===== src/irts_pkg.sv =====
package irts_pkg;

    localparam int MAX_CHANNELS = 4;
    localparam int MAX_FRAMES   = 65536;

    // Channel lanes are fixed by the frame format; the frame index is 16 bits.
    localparam int NUM_LANES  = 4;
    localparam int SAMPLE_W   = 24;
    localparam int THRESH_W   = 23;
    localparam int INDEX_W    = 16;
    localparam int COUNT_W    = INDEX_W + 1;
    localparam int CAP_FRAMES = (MAX_FRAMES > 65536) ? 65536 : MAX_FRAMES;
    localparam int CH_LIMIT   = (MAX_CHANNELS < NUM_LANES) ? MAX_CHANNELS : NUM_LANES;

    localparam int CFG_IDX_W  = 3;
    localparam int CFG_DATA_W = THRESH_W;

    typedef logic [SAMPLE_W-1:0] t_sample;
    typedef t_sample [NUM_LANES-1:0] t_lanes;

    typedef enum logic [CFG_IDX_W-1:0] {
        REG_INPUT_CHANNELS  = 3'd0,
        REG_LEFT_SOURCE     = 3'd1,
        REG_RIGHT_SOURCE    = 3'd2,
        REG_LEFT_INVERT     = 3'd3,
        REG_RIGHT_INVERT    = 3'd4,
        REG_START_THRESHOLD = 3'd5,
        REG_END_THRESHOLD   = 3'd6,
        REG_TRIM_ENABLE     = 3'd7
    } t_cfg_idx;

    typedef struct packed {
        logic [2:0]          input_channels;
        logic [1:0]          left_source;
        logic [1:0]          right_source;
        logic                left_invert;
        logic                right_invert;
        logic [THRESH_W-1:0] start_threshold;
        logic [THRESH_W-1:0] end_threshold;
        logic [1:0]          trim_enable;
    } t_cfg;

    localparam t_cfg CFG_RESET = '{
        input_channels:  3'd2,
        left_source:     2'd0,
        right_source:    2'd1,
        left_invert:     1'b0,
        right_invert:    1'b0,
        start_threshold: 23'd839,
        end_threshold:   23'd84,
        trim_enable:     2'd3
    };

    // Flags from the routing stage to the trim scan.
    typedef struct packed {
        logic       hit_start;
        logic       hit_end;
        logic [2:0] channel_count;
    } t_route_flags;

    typedef struct packed {
        t_lanes samples;
        logic   frame_last;
    } t_in_item;

    typedef struct packed {
        t_lanes             samples;
        logic [2:0]         channel_count;
        logic [INDEX_W-1:0] frame_number;
        logic               result_last;
        logic [INDEX_W-1:0] trim_first;
        logic [COUNT_W-1:0] trim_end;
        logic               overflow;
    } t_out_item;

endpackage


===== src/irts_intf.sv =====
interface irts_in_if;
    import irts_pkg::*;
    logic         valid;
    logic         ready;
    logic [23:0]  sample_a;
    logic [23:0]  sample_b;
    logic [23:0]  sample_c;
    logic [23:0]  sample_d;
    logic         frame_last;

    modport source (output valid, sample_a, sample_b, sample_c, sample_d, frame_last,
                    input ready);
    modport sink   (input valid, sample_a, sample_b, sample_c, sample_d, frame_last,
                    output ready);
endinterface

interface irts_out_if;
    import irts_pkg::*;
    logic               valid;
    logic               ready;
    logic [23:0]        out_a;
    logic [23:0]        out_b;
    logic [23:0]        out_c;
    logic [23:0]        out_d;
    logic [2:0]         channel_count;
    logic [INDEX_W-1:0] frame_number;
    logic               result_last;
    logic [INDEX_W-1:0] trim_first;
    logic [COUNT_W-1:0] trim_end;
    logic               overflow;

    modport source (output valid, out_a, out_b, out_c, out_d, channel_count, frame_number,
                           result_last, trim_first, trim_end, overflow,
                    input ready);
    modport sink   (input valid, out_a, out_b, out_c, out_d, channel_count, frame_number,
                          result_last, trim_first, trim_end, overflow,
                    output ready);
endinterface

interface irts_cfg_if;
    import irts_pkg::*;
    logic                  valid;
    logic                  ready;
    logic [CFG_IDX_W-1:0]  index;
    logic [CFG_DATA_W-1:0] data;

    modport source (output valid, index, data, input ready);
    modport sink   (input valid, index, data, output ready);
endinterface


===== src/irts_route.sv =====
module irts_route (
    input  irts_pkg::t_cfg         i_cfg,
    input  irts_pkg::t_lanes       i_samples,
    output irts_pkg::t_lanes       o_samples,
    output irts_pkg::t_route_flags o_flags
);
    import irts_pkg::*;

    localparam t_sample MOST_NEG = {1'b1, {(SAMPLE_W-1){1'b0}}};
    localparam t_sample MOST_POS = {1'b0, {(SAMPLE_W-1){1'b1}}};

    logic [2:0]    chans;
    logic [1:0]    ls;
    logic [1:0]    rs;
    logic          pass;
    logic [2:0]    ncount;
    t_sample       left;
    t_sample       right;
    t_sample       mag;
    logic          hit_start;
    logic          hit_end;

    always_comb begin
        chans = i_cfg.input_channels;
        if (chans == 3'd0) begin
            chans = 3'd1;
        end else if (chans > 3'(CH_LIMIT)) begin
            chans = 3'(CH_LIMIT);
        end

        // A mono frame has no channel 1, so it is read from channel 0.
        ls = i_cfg.left_source;
        rs = i_cfg.right_source;
        if (chans == 3'd1) begin
            if (ls == 2'd1) ls = 2'd0;
            if (rs == 2'd1) rs = 2'd0;
        end

        pass = (chans > 3'd2) && (ls == 2'd0) && (rs == 2'd1)
            && !i_cfg.left_invert && !i_cfg.right_invert;

        left  = ({1'b0, ls} < chans) ? i_samples[ls] : '0;
        right = ({1'b0, rs} < chans) ? i_samples[rs] : '0;
        if (i_cfg.left_invert) begin
            left = (left == MOST_NEG) ? MOST_POS : (~left + 1'b1);
        end
        if (i_cfg.right_invert) begin
            right = (right == MOST_NEG) ? MOST_POS : (~right + 1'b1);
        end

        if (pass) begin
            for (int i = 0; i < NUM_LANES; i++) begin
                o_samples[i] = (3'(i) < chans) ? i_samples[i] : '0;
            end
            ncount = chans;
        end else begin
            o_samples    = '0;
            o_samples[0] = left;
            o_samples[1] = right;
            ncount       = 3'd2;
        end

        // The magnitude of the most negative sample is one above the largest threshold, so it exceeds every threshold.
        hit_start = 1'b0;
        hit_end   = 1'b0;
        for (int i = 0; i < NUM_LANES; i++) begin
            mag = o_samples[i][SAMPLE_W-1] ? (~o_samples[i] + 1'b1) : o_samples[i];
            if (3'(i) < ncount) begin
                if (mag > {1'b0, i_cfg.start_threshold}) hit_start = 1'b1;
                if (mag > {1'b0, i_cfg.end_threshold})   hit_end   = 1'b1;
            end
        end

        o_flags.hit_start     = hit_start;
        o_flags.hit_end       = hit_end;
        o_flags.channel_count = ncount;
    end

endmodule


===== src/impulse_route_and_trim_scan.sv =====
// Impulse response router and trim scanner.
// i_in carries one frame of four Q1.23 samples and a last-frame flag per transfer.
// o_out carries the routed frame, its channel count, its frame index and, on the
// frame marked last, the trim window (first frame kept, one past last frame kept).
// i_cfg writes the eight control registers by index; it is always ready and is
// meant to be used only while no frame is in flight.
// Each frame passes an input register and a result register: the result shows on
// o_out once the frame moves into the result register and leaves it when
// o_out.ready is high. One frame is taken every cycle while the receiver does not
// stall. The trim scan state advances by one frame as each frame moves from the
// input register into the result register.
// When the receiver stalls, the result register holds its frame and the input
// register takes one more frame; after that i_in.ready drops until o_out moves.
// Reset returns the registers to their defaults and clears the frame counter and
// the scan state; the scan also clears itself after each last frame.
module impulse_route_and_trim_scan (
    input  logic         i_clk,
    input  logic         i_rst_n,
    irts_in_if.sink      i_in,
    irts_out_if.source   o_out,
    irts_cfg_if.sink     i_cfg
);
    import irts_pkg::*;

    localparam logic [COUNT_W-1:0] CAP_COUNT = COUNT_W'(CAP_FRAMES);
    localparam logic [INDEX_W-1:0] IDX_LAST  = INDEX_W'(CAP_FRAMES - 1);

    t_cfg               r_cfg;
    logic               r_in_valid;
    t_in_item           r_in;
    logic               r_out_valid;
    t_out_item          r_out;

    logic [COUNT_W-1:0] r_frame_counter, n_frame_counter;
    logic               r_start_found, n_start_found;
    logic [INDEX_W-1:0] r_start_index, n_start_index;
    logic               r_end_any_found, n_end_any_found;
    logic [INDEX_W-1:0] r_end_any_index, n_end_any_index;
    logic               r_end_after_found, n_end_after_found;
    logic [INDEX_W-1:0] r_end_after_index, n_end_after_index;

    logic               advance;
    t_lanes             route_samples;
    t_route_flags       route_flags;
    logic               ovf;
    logic [INDEX_W-1:0] idx;
    logic               use_start;
    logic [INDEX_W-1:0] trim_first;
    logic [COUNT_W-1:0] trim_end;

    // Configuration port.
    assign i_cfg.ready = 1'b1;

    always_ff @(posedge i_clk) begin
        if (!i_rst_n) begin
            r_cfg <= CFG_RESET;
        end else if (i_cfg.valid) begin
            unique case (i_cfg.index)
                REG_INPUT_CHANNELS:  r_cfg.input_channels  <= i_cfg.data[2:0];
                REG_LEFT_SOURCE:     r_cfg.left_source     <= i_cfg.data[1:0];
                REG_RIGHT_SOURCE:    r_cfg.right_source    <= i_cfg.data[1:0];
                REG_LEFT_INVERT:     r_cfg.left_invert     <= i_cfg.data[0];
                REG_RIGHT_INVERT:    r_cfg.right_invert    <= i_cfg.data[0];
                REG_START_THRESHOLD: r_cfg.start_threshold <= i_cfg.data;
                REG_END_THRESHOLD:   r_cfg.end_threshold   <= i_cfg.data;
                REG_TRIM_ENABLE:     r_cfg.trim_enable     <= i_cfg.data[1:0];
                default: ;
            endcase
        end
    end

    // A frame moves on when the result register is empty or being emptied.
    assign advance    = r_in_valid && (!r_out_valid || o_out.ready);
    assign i_in.ready = !r_in_valid || advance;

    always_ff @(posedge i_clk) begin
        if (!i_rst_n) begin
            r_in_valid <= 1'b0;
        end else if (i_in.ready) begin
            r_in_valid <= i_in.valid;
        end
    end

    always_ff @(posedge i_clk) begin
        if (i_in.ready && i_in.valid) begin
            r_in.samples[0] <= i_in.sample_a;
            r_in.samples[1] <= i_in.sample_b;
            r_in.samples[2] <= i_in.sample_c;
            r_in.samples[3] <= i_in.sample_d;
            r_in.frame_last <= i_in.frame_last;
        end
    end

    irts_route u_route (
        .i_cfg     (r_cfg),
        .i_samples (r_in.samples),
        .o_samples (route_samples),
        .o_flags   (route_flags)
    );

    // Trim scan.
    always_comb begin
        ovf = r_frame_counter >= CAP_COUNT;
        idx = ovf ? IDX_LAST : r_frame_counter[INDEX_W-1:0];
        n_frame_counter = ovf ? r_frame_counter : r_frame_counter + 1'b1;

        n_start_found     = r_start_found;
        n_start_index     = r_start_index;
        n_end_any_found   = r_end_any_found;
        n_end_any_index   = r_end_any_index;
        n_end_after_found = r_end_after_found;
        n_end_after_index = r_end_after_index;

        if (!r_start_found && route_flags.hit_start) begin
            n_start_found = 1'b1;
            n_start_index = idx;
        end
        // The end after the start counts a frame that is itself the start frame.
        if (route_flags.hit_end) begin
            n_end_any_found = 1'b1;
            n_end_any_index = idx;
            if (n_start_found) begin
                n_end_after_found = 1'b1;
                n_end_after_index = idx;
            end
        end

        use_start  = r_cfg.trim_enable[0] && n_start_found;
        trim_first = use_start ? n_start_index : '0;
        trim_end   = {1'b0, idx} + 1'b1;
        if (r_cfg.trim_enable[1]) begin
            if (use_start) begin
                if (n_end_after_found) trim_end = {1'b0, n_end_after_index} + 1'b1;
            end else begin
                if (n_end_any_found) trim_end = {1'b0, n_end_any_index} + 1'b1;
            end
        end

        if (r_in.frame_last) begin
            n_frame_counter   = '0;
            n_start_found     = 1'b0;
            n_start_index     = '0;
            n_end_any_found   = 1'b0;
            n_end_any_index   = '0;
            n_end_after_found = 1'b0;
            n_end_after_index = '0;
        end
    end

    always_ff @(posedge i_clk) begin
        if (!i_rst_n) begin
            r_frame_counter   <= '0;
            r_start_found     <= 1'b0;
            r_start_index     <= '0;
            r_end_any_found   <= 1'b0;
            r_end_any_index   <= '0;
            r_end_after_found <= 1'b0;
            r_end_after_index <= '0;
        end else if (advance) begin
            r_frame_counter   <= n_frame_counter;
            r_start_found     <= n_start_found;
            r_start_index     <= n_start_index;
            r_end_any_found   <= n_end_any_found;
            r_end_any_index   <= n_end_any_index;
            r_end_after_found <= n_end_after_found;
            r_end_after_index <= n_end_after_index;
        end
    end

    // Result register.
    always_ff @(posedge i_clk) begin
        if (!i_rst_n) begin
            r_out_valid <= 1'b0;
        end else if (advance) begin
            r_out_valid <= 1'b1;
        end else if (o_out.ready) begin
            r_out_valid <= 1'b0;
        end
    end

    always_ff @(posedge i_clk) begin
        if (advance) begin
            r_out.samples       <= route_samples;
            r_out.channel_count <= route_flags.channel_count;
            r_out.frame_number  <= idx;
            r_out.result_last   <= r_in.frame_last;
            r_out.trim_first    <= r_in.frame_last ? trim_first : '0;
            r_out.trim_end      <= r_in.frame_last ? trim_end : '0;
            r_out.overflow      <= ovf;
        end
    end

    assign o_out.valid         = r_out_valid;
    assign o_out.out_a         = r_out.samples[0];
    assign o_out.out_b         = r_out.samples[1];
    assign o_out.out_c         = r_out.samples[2];
    assign o_out.out_d         = r_out.samples[3];
    assign o_out.channel_count = r_out.channel_count;
    assign o_out.frame_number  = r_out.frame_number;
    assign o_out.result_last   = r_out.result_last;
    assign o_out.trim_first    = r_out.trim_first;
    assign o_out.trim_end      = r_out.trim_end;
    assign o_out.overflow      = r_out.overflow;

    a_clear_after_last: assert property (@(posedge i_clk) disable iff (!i_rst_n)
        advance && r_in.frame_last |=> r_frame_counter == '0 && !r_start_found
            && !r_end_any_found && !r_end_after_found)
        else $error("scan state not cleared after last frame");

    a_counter_bound: assert property (@(posedge i_clk) disable iff (!i_rst_n)
        r_frame_counter <= CAP_COUNT)
        else $error("frame counter beyond capacity");

    a_after_needs_start: assert property (@(posedge i_clk) disable iff (!i_rst_n)
        r_end_after_found |-> r_start_found)
        else $error("end after start found without a start frame");

    a_bounds_only_on_last: assert property (@(posedge i_clk) disable iff (!i_rst_n)
        r_out_valid && !r_out.result_last |-> r_out.trim_first == '0 && r_out.trim_end == '0)
        else $error("trim bounds on a frame that is not last");

    a_count_range: assert property (@(posedge i_clk) disable iff (!i_rst_n)
        r_out_valid |-> r_out.channel_count >= 3'd2 && r_out.channel_count <= 3'(CH_LIMIT))
        else $error("channel count out of range");

endmodule

===== src/flat_wrapper.sv =====
// flat-port wrapper written by rule: the top's interface ports become plain ports
module impulse_route_and_trim_scan_flat import irts_pkg::*;
  (i_clk, i_rst_n, i_in_valid, i_in_sample_a, i_in_sample_b, i_in_sample_c, i_in_sample_d, i_in_frame_last, i_in_ready, o_out_valid, o_out_out_a, o_out_out_b, o_out_out_c, o_out_out_d, o_out_channel_count, o_out_frame_number, o_out_result_last, o_out_trim_first, o_out_trim_end, o_out_overflow, o_out_ready, i_cfg_valid, i_cfg_index, i_cfg_data, i_cfg_ready);
  irts_in_if i_in_i ();
  irts_out_if o_out_i ();
  irts_cfg_if i_cfg_i ();
  input  logic i_clk;
  input  logic i_rst_n;
  input wire logic [$bits(i_in_i.valid)-1:0] i_in_valid;
  input wire logic [$bits(i_in_i.sample_a)-1:0] i_in_sample_a;
  input wire logic [$bits(i_in_i.sample_b)-1:0] i_in_sample_b;
  input wire logic [$bits(i_in_i.sample_c)-1:0] i_in_sample_c;
  input wire logic [$bits(i_in_i.sample_d)-1:0] i_in_sample_d;
  input wire logic [$bits(i_in_i.frame_last)-1:0] i_in_frame_last;
  output wire logic [$bits(i_in_i.ready)-1:0] i_in_ready;
  output wire logic [$bits(o_out_i.valid)-1:0] o_out_valid;
  output wire logic [$bits(o_out_i.out_a)-1:0] o_out_out_a;
  output wire logic [$bits(o_out_i.out_b)-1:0] o_out_out_b;
  output wire logic [$bits(o_out_i.out_c)-1:0] o_out_out_c;
  output wire logic [$bits(o_out_i.out_d)-1:0] o_out_out_d;
  output wire logic [$bits(o_out_i.channel_count)-1:0] o_out_channel_count;
  output wire logic [$bits(o_out_i.frame_number)-1:0] o_out_frame_number;
  output wire logic [$bits(o_out_i.result_last)-1:0] o_out_result_last;
  output wire logic [$bits(o_out_i.trim_first)-1:0] o_out_trim_first;
  output wire logic [$bits(o_out_i.trim_end)-1:0] o_out_trim_end;
  output wire logic [$bits(o_out_i.overflow)-1:0] o_out_overflow;
  input wire logic [$bits(o_out_i.ready)-1:0] o_out_ready;
  input wire logic [$bits(i_cfg_i.valid)-1:0] i_cfg_valid;
  input wire logic [$bits(i_cfg_i.index)-1:0] i_cfg_index;
  input wire logic [$bits(i_cfg_i.data)-1:0] i_cfg_data;
  output wire logic [$bits(i_cfg_i.ready)-1:0] i_cfg_ready;
  assign i_in_i.valid = i_in_valid;
  assign i_in_i.sample_a = i_in_sample_a;
  assign i_in_i.sample_b = i_in_sample_b;
  assign i_in_i.sample_c = i_in_sample_c;
  assign i_in_i.sample_d = i_in_sample_d;
  assign i_in_i.frame_last = i_in_frame_last;
  assign i_in_ready = i_in_i.ready;
  assign o_out_valid = o_out_i.valid;
  assign o_out_out_a = o_out_i.out_a;
  assign o_out_out_b = o_out_i.out_b;
  assign o_out_out_c = o_out_i.out_c;
  assign o_out_out_d = o_out_i.out_d;
  assign o_out_channel_count = o_out_i.channel_count;
  assign o_out_frame_number = o_out_i.frame_number;
  assign o_out_result_last = o_out_i.result_last;
  assign o_out_trim_first = o_out_i.trim_first;
  assign o_out_trim_end = o_out_i.trim_end;
  assign o_out_overflow = o_out_i.overflow;
  assign o_out_i.ready = o_out_ready;
  assign i_cfg_i.valid = i_cfg_valid;
  assign i_cfg_i.index = i_cfg_index;
  assign i_cfg_i.data = i_cfg_data;
  assign i_cfg_ready = i_cfg_i.ready;
  impulse_route_and_trim_scan u_core (.i_clk(i_clk), .i_rst_n(i_rst_n), .i_in(i_in_i), .o_out(o_out_i), .i_cfg(i_cfg_i));
endmodule

===== config.mk =====
export PLATFORM = sky130hd
export DESIGN_NAME = impulse_route_and_trim_scan_flat
export DESIGN_NICKNAME = d
export VERILOG_FILES = /design/src/irts_pkg.sv /design/src/irts_intf.sv /design/src/irts_route.sv /design/src/impulse_route_and_trim_scan.sv /design/src/flat_wrapper.sv
export SDC_FILE = /design/constraint.sdc
export NUM_CORES = 1
export LEC_CHECK = 0
export BUFFER_PORTS_ARGS = -buffer_cell sky130_fd_sc_hd__buf_2
export CAP_MARGIN = 5
export CORE_MARGIN = 5
export CORE_UTILIZATION = 55
export DETAILED_ROUTE_END_ITERATION = 16
export GPL_ROUTABILITY_DRIVEN = 1
export PLACE_DENSITY = 0.87
export SETUP_SLACK_MARGIN = 0.15
export SLEW_MARGIN = 0
export SYNTH_ARGS = -nofsm -noshare
export SYNTH_HDL_FRONTEND = slang
export SYNTH_SLANG_ARGS = --single-unit

===== constraint.sdc =====
create_clock -name i_clk -period 10 [get_ports i_clk]
set_input_delay 1.5 -clock i_clk [delete_from_list [all_inputs] [get_ports i_clk]]
set_output_delay 1.5 -clock i_clk [all_outputs]
set_load 0.03 [all_outputs]

**Yosys cells after proc, flatten, opt, wreduce, memory -nomap -nowiden**

Cells that the tools add are included.

- Input port bits: 128
- Bits in registers: 374
- Word-level logic and storage cells: 179
- Output and inout bits: 153

- Bitwise logic cells: 6
- Equality and inequality tests: 14
- Muxes and demuxes: 65
- Add/subtract/negate cells: 10
- Reduce and logical (&&, ||, !) cells: 29
- $lt $le $gt $ge: 23

Operator list:

| operator | count |
|---|---|
| $mux 24 | 16 |
| $gt 24x23->1 | 8 |
| $add 24x1->24 const B | 6 |
| $not 24->24 | 6 |
| $mux 16 | 8 |
| $mux 17 | 6 |
| $bmux 24 s2 | 2 |
| $mux 96 | 1 |
| $add 16x1->17 const B | 3 |
| $eq 24x24->1 const B | 2 |
| $mux 1 | 25 |
| $reduce_and 2->1 | 10 |
| $add 17x1->17 const B | 1 |
| $ge 17x17->1 const B | 1 |
| $eq 3x3->1 const B | 4 |
| $lt 1x3->1 const A | 4 |
| $lt 2x3->1 const A | 4 |
| $mux 3 | 3 |
| $logic_and 1x1->1 | 8 |
| $mux 2 | 4 |
| $eq 2x1->1 const B | 3 |
| $eq 3x1->1 const B | 2 |
| $eq 3x2->1 const B | 2 |
| $logic_not 3->1 | 2 |
| 9 further kinds | 16 |

**Longest topological paths before layout**

Gate-level depths: netlist (run 1).

- Depth in word-level cells: 33
- Mapped depth: 48

**Modules after synthesis**

From an unflattened synthesis (run 1), not the netlist that was laid out.

- Cells, all modules: 2884
- Area, all modules: 26026.2 sq um

By module, submodules not included:

| module | cells each | area each (sq um) | instances |
|---|---|---|---|
| impulse_route_and_trim_scan | 1194 | 14493.9 | 1 |
| irts_route | 1690 | 11532.3 | 1 |

**Least setup slack after synthesis (run 1)**

OpenSTA, ideal clock, no wires.

- Path type: flip-flop to flip-flop
- Start point: register u_core.r_cfg[53] (netlist name)
- End point: register, netlist name u_core.o_out.trim_end[8]
- Stages on the path, launching flop included: 48
- Path slack: 322 ps
- Data arrival time: 9420 ps
- Library setup time: 258 ps
- Path buffers: 10
- Path through: dfxtp_1 > clkbuf_1 > clkbuf_1 > buf_1 > clkbuf_1 > clkbuf_1 > ha_1 > nor2_1 > a311oi_1 > clkbuf_1 > buf_1 > or2_2 > ha_1 > inv_1 > nor4_1 > and4_1 > clkbuf_1 > a21oi_1 > [... 12 more ...] > a21o_1 > a21o_1 > a211oi_1 > a31o_2 > o311ai_0 > nor4_1 > o211ai_2 > buf_8 > mux2_2 > ha_1 > and2_1 > clkbuf_1 > nand2_1 > xor2_1 > nand2_1 > mux2i_1 > a22oi_1 > o221a_2

- Word-level cells in the longest chain between the ends: 31
- Elaborated cells between the ends (all ways): 74

Ends and longest elaborated chain:

| what | line | RTL |
|---|---|---|
| start: declaration | impulse_route_and_trim_scan.sv:28 | `t_cfg r_cfg;` |
| $eq 2x1->1 | irts_route.sv:35 | `if (ls == 2'd1) ls = 2'd0;` |
| $mux 2 | irts_route.sv:35 |  |
| $mux 2 (*) | irts_route.sv:34 | `if (chans == 3'd1) begin` |
| $bmux 24 s2 | irts_route.sv:42 | `left = ({1'b0, ls} < chans) ? i_samples[ls] : '0;` |
| $mux 24 (not written as such) | irts_route.sv:42 |  |
| $mux 24 | irts_route.sv:42 |  |
| $not 24->24 | irts_route.sv:45 | `left = (left == MOST_NEG) ? MOST_POS : (~left + 1'b1);` |
| $add 24x1->24 | irts_route.sv:45 |  |
| [... 15 more ...] | - |  |
| $logic_and 1x1->1 | impulse_route_and_trim_scan.sv:114 | `if (!r_start_found && route_flags.hit_start) begin` |
| $mux 1 | impulse_route_and_trim_scan.sv:114 |  |
| $mux 16 | impulse_route_and_trim_scan.sv:122 | `if (n_start_found) begin` |
| $mux 16 | impulse_route_and_trim_scan.sv:119 | `if (route_flags.hit_end) begin` |
| $add 16x1->17 | impulse_route_and_trim_scan.sv:133 | `if (n_end_after_found) trim_end = {1'b0, n_end_after_index} + 1'b1;` |
| $mux 17 | impulse_route_and_trim_scan.sv:133 |  |
| $mux 17 (*) | impulse_route_and_trim_scan.sv:132 | `if (use_start) begin` |
| $mux 17 (*) | impulse_route_and_trim_scan.sv:131 | `if (r_cfg.trim_enable[1]) begin` |

Mark *: on every way between the ends. The rest lies on a longest branch, timed or not. The select of a mux whose other input is x is not followed.
A chain may end at the register's enable or synchronous reset.

**Final worst setup path (run 1)**

- Start point: register u_core.r_cfg[52] (netlist name)
- End point: register, netlist name u_core.o_out.trim_end[8]

- Word-level cells in the longest chain between the ends: 31
- Elaborated cells between the ends (all ways): 74

Ends and longest elaborated chain:

| what | line |
|---|---|
| $eq 2x1->1 | irts_route.sv:35 |
| $mux 2 | irts_route.sv:35 |
| $mux 2 (*) | irts_route.sv:34 |
| $bmux 24 s2 | irts_route.sv:42 |
| $mux 24 (not written as such) | irts_route.sv:42 |
| $mux 24 | irts_route.sv:42 |
| $not 24->24 | irts_route.sv:45 |
| $add 24x1->24 | irts_route.sv:45 |
| [... 15 more ...] | - |
| $logic_and 1x1->1 | impulse_route_and_trim_scan.sv:114 |
| $mux 1 | impulse_route_and_trim_scan.sv:114 |
| $mux 16 | impulse_route_and_trim_scan.sv:122 |
| $mux 16 | impulse_route_and_trim_scan.sv:119 |
| $add 16x1->17 | impulse_route_and_trim_scan.sv:133 |
| $mux 17 | impulse_route_and_trim_scan.sv:133 |
| $mux 17 (*) | impulse_route_and_trim_scan.sv:132 |
| $mux 17 (*) | impulse_route_and_trim_scan.sv:131 |

Marks and branches as above.

==> run summary, run 1 <==
Drt
• **DR DRC count** 0
• **detailed route wirelength on metal2** 45.67 mm
• **Via-to-Cell Ratio** 6.802
• **WL final** 107.4 mm
• **highest routing layer actually used** met4
• **number of DRC markers in iteration 0** 3758
• **total number of vias** 25030
• **wire length the detailed router placed on met1** 40.50 mm
• **met3 WL** 12.97 mm
• **number of nets with antenna violations after routing** 0
• **length of the first detailed-routing pass in iterations** 8
• **Routed wire per std cell** 29.20 um

Synth
• **mean post-synth cell area** 9.208 um2
• **Cell Area, Synth** 25730 um2
• **number of standard cells after synthesis** 2794
• **Warnings, synthesis** 0
• **basic-gate share of the synthesized area counting and, or, nand and nor cells** 0.1983
• **parity-gate share of the synthesized area counting xor and xnor cells** 0.04971
• **post-synthesis register bit count** 374
• **Primary FF master, synth** sky130_fd_sc_hd__edfxtp_1
• **share of Yosys cell area claimed by the top area cell type** 0.2883
• **Netlist cell types** 92
• **syn_nets** 3119
• **Synth Area in Adders** 0.09581
• **count of flip-flops with a built-in enable after synthesis** 247
• **ys async rst share** 0
• **register area share after synthesis** 0.3871
• **dominant combinational cell family by area after synthesis** simple AND/OR/NAND/NOR gates
• **area fraction in compound gates after synthesis** 0.1892
• **mux contribution to synthesized area** 0.03808
• **leading cell types by total area after synthesis** sky130_fd_sc_hd__edfxtp_1 (29%), sky130_fd_sc_hd__dfxtp_1 (9.9%), sky130_fd_sc_hd__ha_1 (9.6%), sky130_fd_sc_hd__nor2_1 (3.8%), sky130_fd_sc_hd__nand2_1 (3.7%)
• **post-synth top area cell** sky130_fd_sc_hd__edfxtp_1

Power and ir drop
• **Switching Power** 1614 uW
• **combinational power share** 0.285
• **pwr/cell area** 159.1 nW/um2
• **relative contribution of the clock network to total power** 0.323
• **overall power after layout** 4639 uW
• **Net Sw Frac** 0.3480
• **sequential share of power** 0.391
• **static power due to leakage** 0.01179 uW
• **maximum resistive drop on vdd** 176.5 uV
• **Int Power** 3025 uW

Critical path
• **last element of the critical path** u_core.o_out.trim_end[8]$_SDFFCE_PN0P_
• **launch point of the critical path** u_core.r_cfg[52]$_SDFFE_PN0P_
• **worst-path fanout max** 17
• **worst reg2reg path endpoint** u_core.o_out.trim_end[8]$_SDFFCE_PN0P_
• **slowest stage cell on the critical path** sky130_fd_sc_hd__a222oi_1
• **Setup crit end kind** register
• **critical path class** register to register
• **worst-case reg-to-reg path depth** 38
• **category of the worst setup path launch point** register
• **critical path's largest stage delay** 0.60 ns
• **origin of the critical flop-to-flop path** u_core.r_cfg[52]$_SDFFE_PN0P_
• **Data required, critical path** 10.33 ns
• **flop-to-flop setup slack** 0.59 ns
• **data arrival at the endpoint of the critical path** 9.74 ns

Place
• **gpl congestion** 1.095
• **HPWL after detailed placement** 83.14 mm
• **Port Buffers** 279

STA
• **final worst path period share** 0.9411
• **number of failing hold endpoints at the final stage** 0
• **setup repair after global routing missed its margin** no
• **number of failing setup endpoints in the final timing report** 0
• **time the final worst path needs with I/O delays and setup** 9.411 ns
• **Fin Clk Skew** 0.02855 ns
• **final setup TNS** 0 ns
• **highest achievable clock rate** 106.3 MHz
• **worst slew slack as a fraction of its limit** 0.1987
• **slew at the pin closest to its max-slew limit** 1.201 ns
• **final number of max-transition violations** 0

Run status
• **run status** finished clean

Final layout
• **area added between synthesis and finish** 13.32%
• **fill cell instance count of the final layout** 3838
• **multi-input combinational cell area** 14750 um2
• **register cell area after layout** 9961 um2
• **post-layout utilization of the core** 0.6275
• **ratio of cells with drive above 1 in the final layout** 0.1591
• **commonest non-fill, non-tap cells in the layout** sky130_fd_sc_hd__buf_2 (279), sky130_fd_sc_hd__nor2_1 (259), sky130_fd_sc_hd__nand2_1 (253)
• **antenna diode count** 0
• **most common library cell in the layout ignoring fill and taps** sky130_fd_sc_hd__buf_2
• **nets@finish** 3367

Worst hold path
• **Min-Delay Startpoint** u_core.r_cfg[41]$_SDFFE_PN0P_
• **type of the tightest min-delay check** register to register

Clocking
• **Root Buffer** sky130_fd_sc_hd__clkbuf_16
• **clock insertion delay at the later pin of the skew report** 0.59 ns
• **number of sinks handled by clock tree synthesis** 374
• **largest buffer count on any clock path** 3
• **cts bufs inserted** 41
• **clock tree from TritonCTS** yes
• **number of H-tree levels** 2
• **number of hold buffers added after cts** 0
• **post-CTS clock slew at the launch and capture registers of the worst setup and hold paths** 0.07 ns
• **total setup buffers inserted after CTS** 0

Global routing
• **via count of the first global-routing pass** 23740
• **GRT Residual Overflow** 0
• **number of antenna violations at the first check in global routing** 2
• **global-route wire length before repair** 154.6 mm
• **maximum number of pins on one net before global-route repair** 86
• **Global Route Usage Sum** 0.4051

Die
• **standard cell core area** 46460 um2
• **number of rows in the core area** 79
• **overall die width** 226.3 um
• **boundary pin count** 281
• **Die H** 226.3 um
• **die area** 51200 um2
• **starting utilization of the core area** 0.5538

Job
• **max-cap check violation count** 0

[synthesized netlist by cell type (29+ instances only)]
cell type and n:
sky130_fd_sc_hd__a211oi_1 36, sky130_fd_sc_hd__a21boi_0 42, sky130_fd_sc_hd__a21o_1 44, sky130_fd_sc_hd__a21oi_1 133, sky130_fd_sc_hd__a22oi_1 47, sky130_fd_sc_hd__a31oi_1 29
sky130_fd_sc_hd__and2_1 64, sky130_fd_sc_hd__buf_2 33, sky130_fd_sc_hd__clkbuf_1 95, sky130_fd_sc_hd__dfxtp_1 127, sky130_fd_sc_hd__edfxtp_1 247, sky130_fd_sc_hd__ha_1 197
sky130_fd_sc_hd__inv_1 113, sky130_fd_sc_hd__mux2i_1 72, sky130_fd_sc_hd__nand2_1 253, sky130_fd_sc_hd__nand3_1 66, sky130_fd_sc_hd__nand4_1 59, sky130_fd_sc_hd__nor2_1 260
sky130_fd_sc_hd__nor2b_1 71, sky130_fd_sc_hd__nor3_1 63, sky130_fd_sc_hd__nor4_1 36, sky130_fd_sc_hd__o21ai_0 103, sky130_fd_sc_hd__xnor2_1 69, sky130_fd_sc_hd__xor2_1 77
[flip-flops by register name (all words and copies together), names as in the netlist, 3 cells and up]
signal	flops
u_core.r_in	97
u_core.r_frame_counter	17
u_core.r_start_index	16
u_core.o_out.trim_first	16
u_core.o_out.out_c	24
u_core.o_out.trim_end	17
u_core.o_out.out_b	24
u_core.r_end_any_index	16
u_core.o_out.out_a	24
u_core.o_out.frame_number	16
u_core.o_out.channel_count	3
u_core.r_end_after_index	16
u_core.o_out.out_d	24
u_core.r_cfg	57
[worst max-delay path, delay by kind of cell, from the launching register on]
kind	cells	cell delay, ns
compound gates	14	3.00
xor+xnor	2	0.39
fa+ha+maj	3	0.88
buf+inv	5	0.85
flops	1	0.31
mux	2	0.45
simple gates	12	3.25
[timing repair]
| action | CTS | global route |
|---|---|---|
| gates resized for setup | 0 | 7 |
| setup endpoints to repair | 0 | 8 |
| endpoints found under the hold margin | 0 | 0 |
[final cells by class]
type / instances / share of cell area
clock buffers: 55 / 0.03768
clock inverters: 19 / 0.006996
inverters: 120 / 0.01562
multi-input cells: 2156 / 0.5061
flip-flops and latches: 374 / 0.3417
well taps: 607 / 0.02605
repair buffers: 349 / 0.06592
[through the flow]
stage / hold slack, ns / setup slack [ns] / instances / instance area, um2
after floorplan: 0.4415 / 0.3221 / 2794 / 25730
after global placement: 0.4498 / 0.8753 / 3606 / 27820
after detailed placement: 0.4597 / 0.6562 / 3606 / 27820
after CTS: 0.4672 / 0.5934 / 3680 / 29130
after global routing: 0.4833 / 0.1533 / 3680 / 29150
final: 0.4679 / 0.5891 / 3680 / 29150
[cells by family after synthesis]
| group | count (synthesis) |
|---|---|
| flip-flops | 374 |
| buffers and inverters | 264 |
| AND/OR/NAND/NOR | 1022 |
| XOR/XNOR | 146 |
| AO/OA/AOI/OAI | 695 |
| adder cells (fa/ha/maj) | 197 |
| other | 1 |
| multiplexers | 95 |
[metal layers]
layer,up-vias,global-route usage
met5,-,0
met3,436,0.1068
met1,11990,0.5307
li1,10870,-
met2,1734,0.6004
met4,0,0.2496
[worst min path at each step]
stage / endpoint / slack, ns / cells after the start
floorplan: u_core.r_start_index[0]$_SDFFE_PN0P_ / 0.44 / 1
global placement: u_core.r_cfg[21]$_SDFFE_PN0P_ / 0.45 / 2
detailed placement: u_core.r_cfg[45]$_SDFFE_PN0P_ / 0.46 / 2
CTS: u_core.r_cfg[45]$_SDFFE_PN0P_ / 0.47 / 2
global route: u_core.r_cfg[30]$_SDFFE_PN0P_ / 0.48 / 2
finish: u_core.r_cfg[41]$_SDFFE_PN0P_ / 0.47 / 2
[power by group through the flow]
stage	Clock (uW)	Combinational [uW]	Sequential [uW]
final	1500	1320	1810
after global routing	1580	1410	1810
after CTS	1510	1280	1810
after detailed placement	0	1270	1840
after global placement	0	1240	1840
after floorplan	0	801	1870
(Power assumes the default switching activity.)
==> run 2: changes to the inputs <==
--- a/config.mk
+++ b/config.mk
@@ -7,6 +7,7 @@
 export LEC_CHECK = 0
 export BUFFER_PORTS_ARGS = -buffer_cell sky130_fd_sc_hd__buf_2
 export CAP_MARGIN = 5
+export CORE_ASPECT_RATIO = 0.9
 export CORE_MARGIN = 5
 export CORE_UTILIZATION = 55
 export DETAILED_ROUTE_END_ITERATION = 16
@@ -16,4 +17,5 @@
 export SLEW_MARGIN = 0
 export SYNTH_ARGS = -nofsm -noshare
 export SYNTH_HDL_FRONTEND = slang
+export SYNTH_HIERARCHICAL = 1
 export SYNTH_SLANG_ARGS = --single-unit
==> run 2 against run 1 <==
Effect of this change:
- sequential power about the same
- hold slack got worse by 0.0018 ns
- synthesized cell count increased by 3.2%
- non-clock buffer count decreased by 24
- via count increased by 0.60%
- global-route usage decreased by 3.0 points
==> run summary, run 2 <==
Clocking
• **cts bufs inserted** 39
• **Root Buffer** sky130_fd_sc_hd__clkbuf_16
• **clock insertion delay at the later pin of the skew report** 0.60 ns
• **post-CTS clock slew at the launch and capture registers of the worst setup and hold paths** 0.07 ns
• **number of sinks handled by clock tree synthesis** 374
• **number of H-tree levels** 2
• **clock tree from TritonCTS** yes
• **largest buffer count on any clock path** 3
• **number of hold buffers added after cts** 0

Synth
• **post-synthesis register bit count** 374
• **share of Yosys cell area claimed by the top area cell type** 0.2850
• **parity-gate share of the synthesized area counting xor and xnor cells** 0.04779
• **Netlist cell types** 102
• **post-synth top area cell** sky130_fd_sc_hd__edfxtp_1
• **dominant combinational cell family by area after synthesis** simple AND/OR/NAND/NOR gates
• **ys async rst share** 0
• **mean post-synth cell area** 9.024 um2
• **area fraction in compound gates after synthesis** 0.1901
• **most frequent cells after synthesis** sky130_fd_sc_hd__nand2_1 (279), sky130_fd_sc_hd__nor2_1 (278), sky130_fd_sc_hd__edfxtp_1 (247), sky130_fd_sc_hd__ha_1 (197), sky130_fd_sc_hd__a21oi_1 (166)
• **leading cell types by total area after synthesis** sky130_fd_sc_hd__edfxtp_1 (28%), sky130_fd_sc_hd__dfxtp_1 (9.8%), sky130_fd_sc_hd__ha_1 (9.5%), sky130_fd_sc_hd__nand2_1 (4.0%), sky130_fd_sc_hd__nor2_1 (4.0%)
• **number of standard cells after synthesis** 2884
• **mux contribution to synthesized area** 0.03625
• **Synth Area in Adders** 0.09471
• **Primary FF master, synth** sky130_fd_sc_hd__edfxtp_1
• **basic-gate share of the synthesized area counting and, or, nand and nor cells** 0.2031
• **most common cell in the synthesized netlist** sky130_fd_sc_hd__nand2_1
• **count of flip-flops with a built-in enable after synthesis** 247
• **register area share after synthesis** 0.3827
• **syn_nets** 3209
• **Warnings, synthesis** 6
• **Cell Area, Synth** 26030 um2

Final layout
• **largest registers** u_core/r_in x97, u_core/r_cfg x57
• **count of non-filler cells in the finished layout** 3717
• **Top reg by flops** u_core/r_in
• **final cell area excluding filler cells** 29080 um2
• **commonest non-fill, non-tap cells in the layout** sky130_fd_sc_hd__buf_2 (279), sky130_fd_sc_hd__nand2_1 (278), sky130_fd_sc_hd__nor2_1 (277)
• **nets@finish** 3394
• **fill cell instance count of the final layout** 3952
• **ratio of cells with drive above 1 in the final layout** 0.1510
• **max FFs per register** 97
• **area added between synthesis and finish** 11.73%
• **most common library cell in the layout ignoring fill and taps** sky130_fd_sc_hd__buf_2

STA
• **number of failing hold endpoints at the final stage** 0
• **final worst hold slack** 0.4661 ns
• **number of failing setup endpoints in the final timing report** 0
• **final worst path period share** 0.9295
• **time the final worst path needs with I/O delays and setup** 9.295 ns
• **slew at the pin closest to its max-slew limit** 1.159 ns
• **worst slew slack as a fraction of its limit** 0.2273
• **Fin Clk Skew** 0.04482 ns
• **setup repair after global routing missed its margin** yes
• **highest achievable clock rate** 107.6 MHz
• **final number of max-transition violations** 0
• **setup slack of the critical path after layout** 0.7048 ns
• **final setup TNS** 0 ns

Critical path
• **worst reg2reg path endpoint** u_core/o_out.trim_end[10]$_SDFFCE_PN0P_
• **Crit. path cell count** 34
• **slowest stage cell on the critical path** sky130_fd_sc_hd__a2111oi_1
• **origin of the critical flop-to-flop path** u_core/r_cfg[56]$_SDFFE_PN0P_
• **Top Family by Delay on Critical Path** compound AO/OA/AOI/OAI gates
• **Setup crit end kind** register
• **critical path's largest stage delay** 0.61 ns
• **Top cell by count, worst path** sky130_fd_sc_hd__ha_1
• **worst-case reg-to-reg path depth** 34
• **flop-to-flop setup slack** 0.70 ns
• **number of buffer and inverter instances along the worst setup path** 1
• **worst-path fanout max** 15
• **Data required, critical path** 10.35 ns
• **data arrival at the endpoint of the critical path** 9.65 ns
• **launch point of the critical path** u_core/r_cfg[56]$_SDFFE_PN0P_
• **category of the worst setup path launch point** register
• **last element of the critical path** u_core/o_out.trim_end[10]$_SDFFCE_PN0P_
• **critical path class** register to register

Power and ir drop
• **maximum resistive drop on vdd** 139.4 uV
• **pwr/cell area** 160.7 nW/um2
• **static power due to leakage** 0.01173 uW

Drt
• **number of DRC markers in iteration 0** 4415
• **total number of vias** 25180
• **Via-to-Cell Ratio** 6.775
• **Routed wire per std cell** 27.55 um
• **WL final** 102.4 mm
• **length of the first detailed-routing pass in iterations** 8
• **number of nets with antenna violations after routing** 0
• **DR DRC count** 0

Global routing
• **Global Route Usage Sum** 0.3747
• **number of antenna violations at the first check in global routing** 4
• **global-route wire length before repair** 146.4 mm
• **via count of the first global-routing pass** 22670
• **GRT Residual Overflow** 0
• **maximum number of pins on one net before global-route repair** 100

Worst hold path
• **Min-Delay Startpoint** u_core/r_cfg[21]$_SDFFE_PN0P_
• **type of the tightest min-delay check** register to register

Place
• **Setup Slack @ Placement** 0.6119 ns
• **area post-placement** 27780 um2
• **HPWL after detailed placement** 76.29 mm
• **Cells after DPL** 3644
• **Port Buffers** 279
• **gpl congestion** 1.055

Die
• **standard cell core area** 46730 um2
• **die area** 51780 um2
• **overall die width** 239.3 um
• **Die H** 216.4 um
• **starting utilization of the core area** 0.5569
• **number of rows in the core area** 75
• **boundary pin count** 281

Job
• **max-cap check violation count** 0

Run status
• **run status** finished clean

[run 2: cell types whose count changed after synthesis, sizes merged, moves of 21 or more]
cell,delta
and3,+37
clkbuf,+28
a21oi,+37
nand2,+24
and2,-36
nor2,+21
nor2b,+26
[run 2: worst register-to-register path: cells and delay by family (launching register included)]
family | cells | cell delay (ns)
buffers and inverters | 1 | 0.07
xor gates and xnor gates | 2 | 0.41
and+or+nand+nor | 11 | 2.67
DFF | 1 | 0.58
AOI/OAI and AO/OA | 15 | 3.79
adders and majority gates | 5 | 1.54
[run 2: cell type report]
class / instances / area [um2] / area share
multi-input cells: 2225 / 14940 / 0.5138
flip-flops and latches: 374 / 9965 / 0.3427
repair buffers: 325 / 1742 / 0.05989
clock buffers: 51 / 1032 / 0.03550
well taps: 616 / 770.7 / 0.02650
inverters: 104 / 395.4 / 0.01360
clock inverters: 21 / 231.5 / 0.007960
diodes: 1 / 2.502 / 0.00008605
[run 2: where the power goes]
part | leakage, uW | internal (uW) | switching [uW]
Combinational | 0.00770 | 464 | 911
Clock | 0.000610 | 818 | 649
Sequential | 0.00342 | 1740 | 97.0
Total | 0.0117 | 3020 | 1660
[run 2: cell families after synthesis]
kind of cell / count (synthesis)
AOI/OAI and AO/OA: 726
and+or+nand+nor: 1067
DFF: 374
buffers and inverters: 285
adders and majority gates: 197
other: 1
muxes: 92
xor gates and xnor gates: 142
[run 2: worst min-delay path by stage]
stage                                                     to  depth (start not counted)  slack, ns
after floorplan           u_core/o_out.result_last$_DFFE_PP_                          0       0.42
after global placement          u_core/r_cfg[8]$_SDFFE_PN1P_                          2       0.45
after detailed placement       u_core/r_cfg[27]$_SDFFE_PN1P_                          2       0.46
after CTS                       u_core/r_cfg[7]$_SDFFE_PN0P_                          2       0.47
after global routing            u_core/r_cfg[7]$_SDFFE_PN0P_                          2       0.49
final                          u_core/r_cfg[21]$_SDFFE_PN0P_                          2       0.47
[run 2: stage by stage]
step / utilization / power [uW]
floorplan: - / 2733
global placement: 0.5945 / 3158
detailed placement: 0.5945 / 3164
CTS: 0.6215 / 4624
global route: 0.6222 / 4847
finish: 0.6222 / 4674
[run 2: per-layer routing]
metal,global-route usage,vias to the layer above,routed length (um)
li1,-,11020,-
met1,0.5122,11740,38820
met2,0.5445,2015,42790
met3,0.1134,397,14430
met4,0.1788,6,6334
met5,0,-,34
[run 2: what timing repair did]
action                                  in CTS  in global routing
setup buffers                                0                  0
endpoints found under the setup margin       0                 17
resized for setup                            0                 10
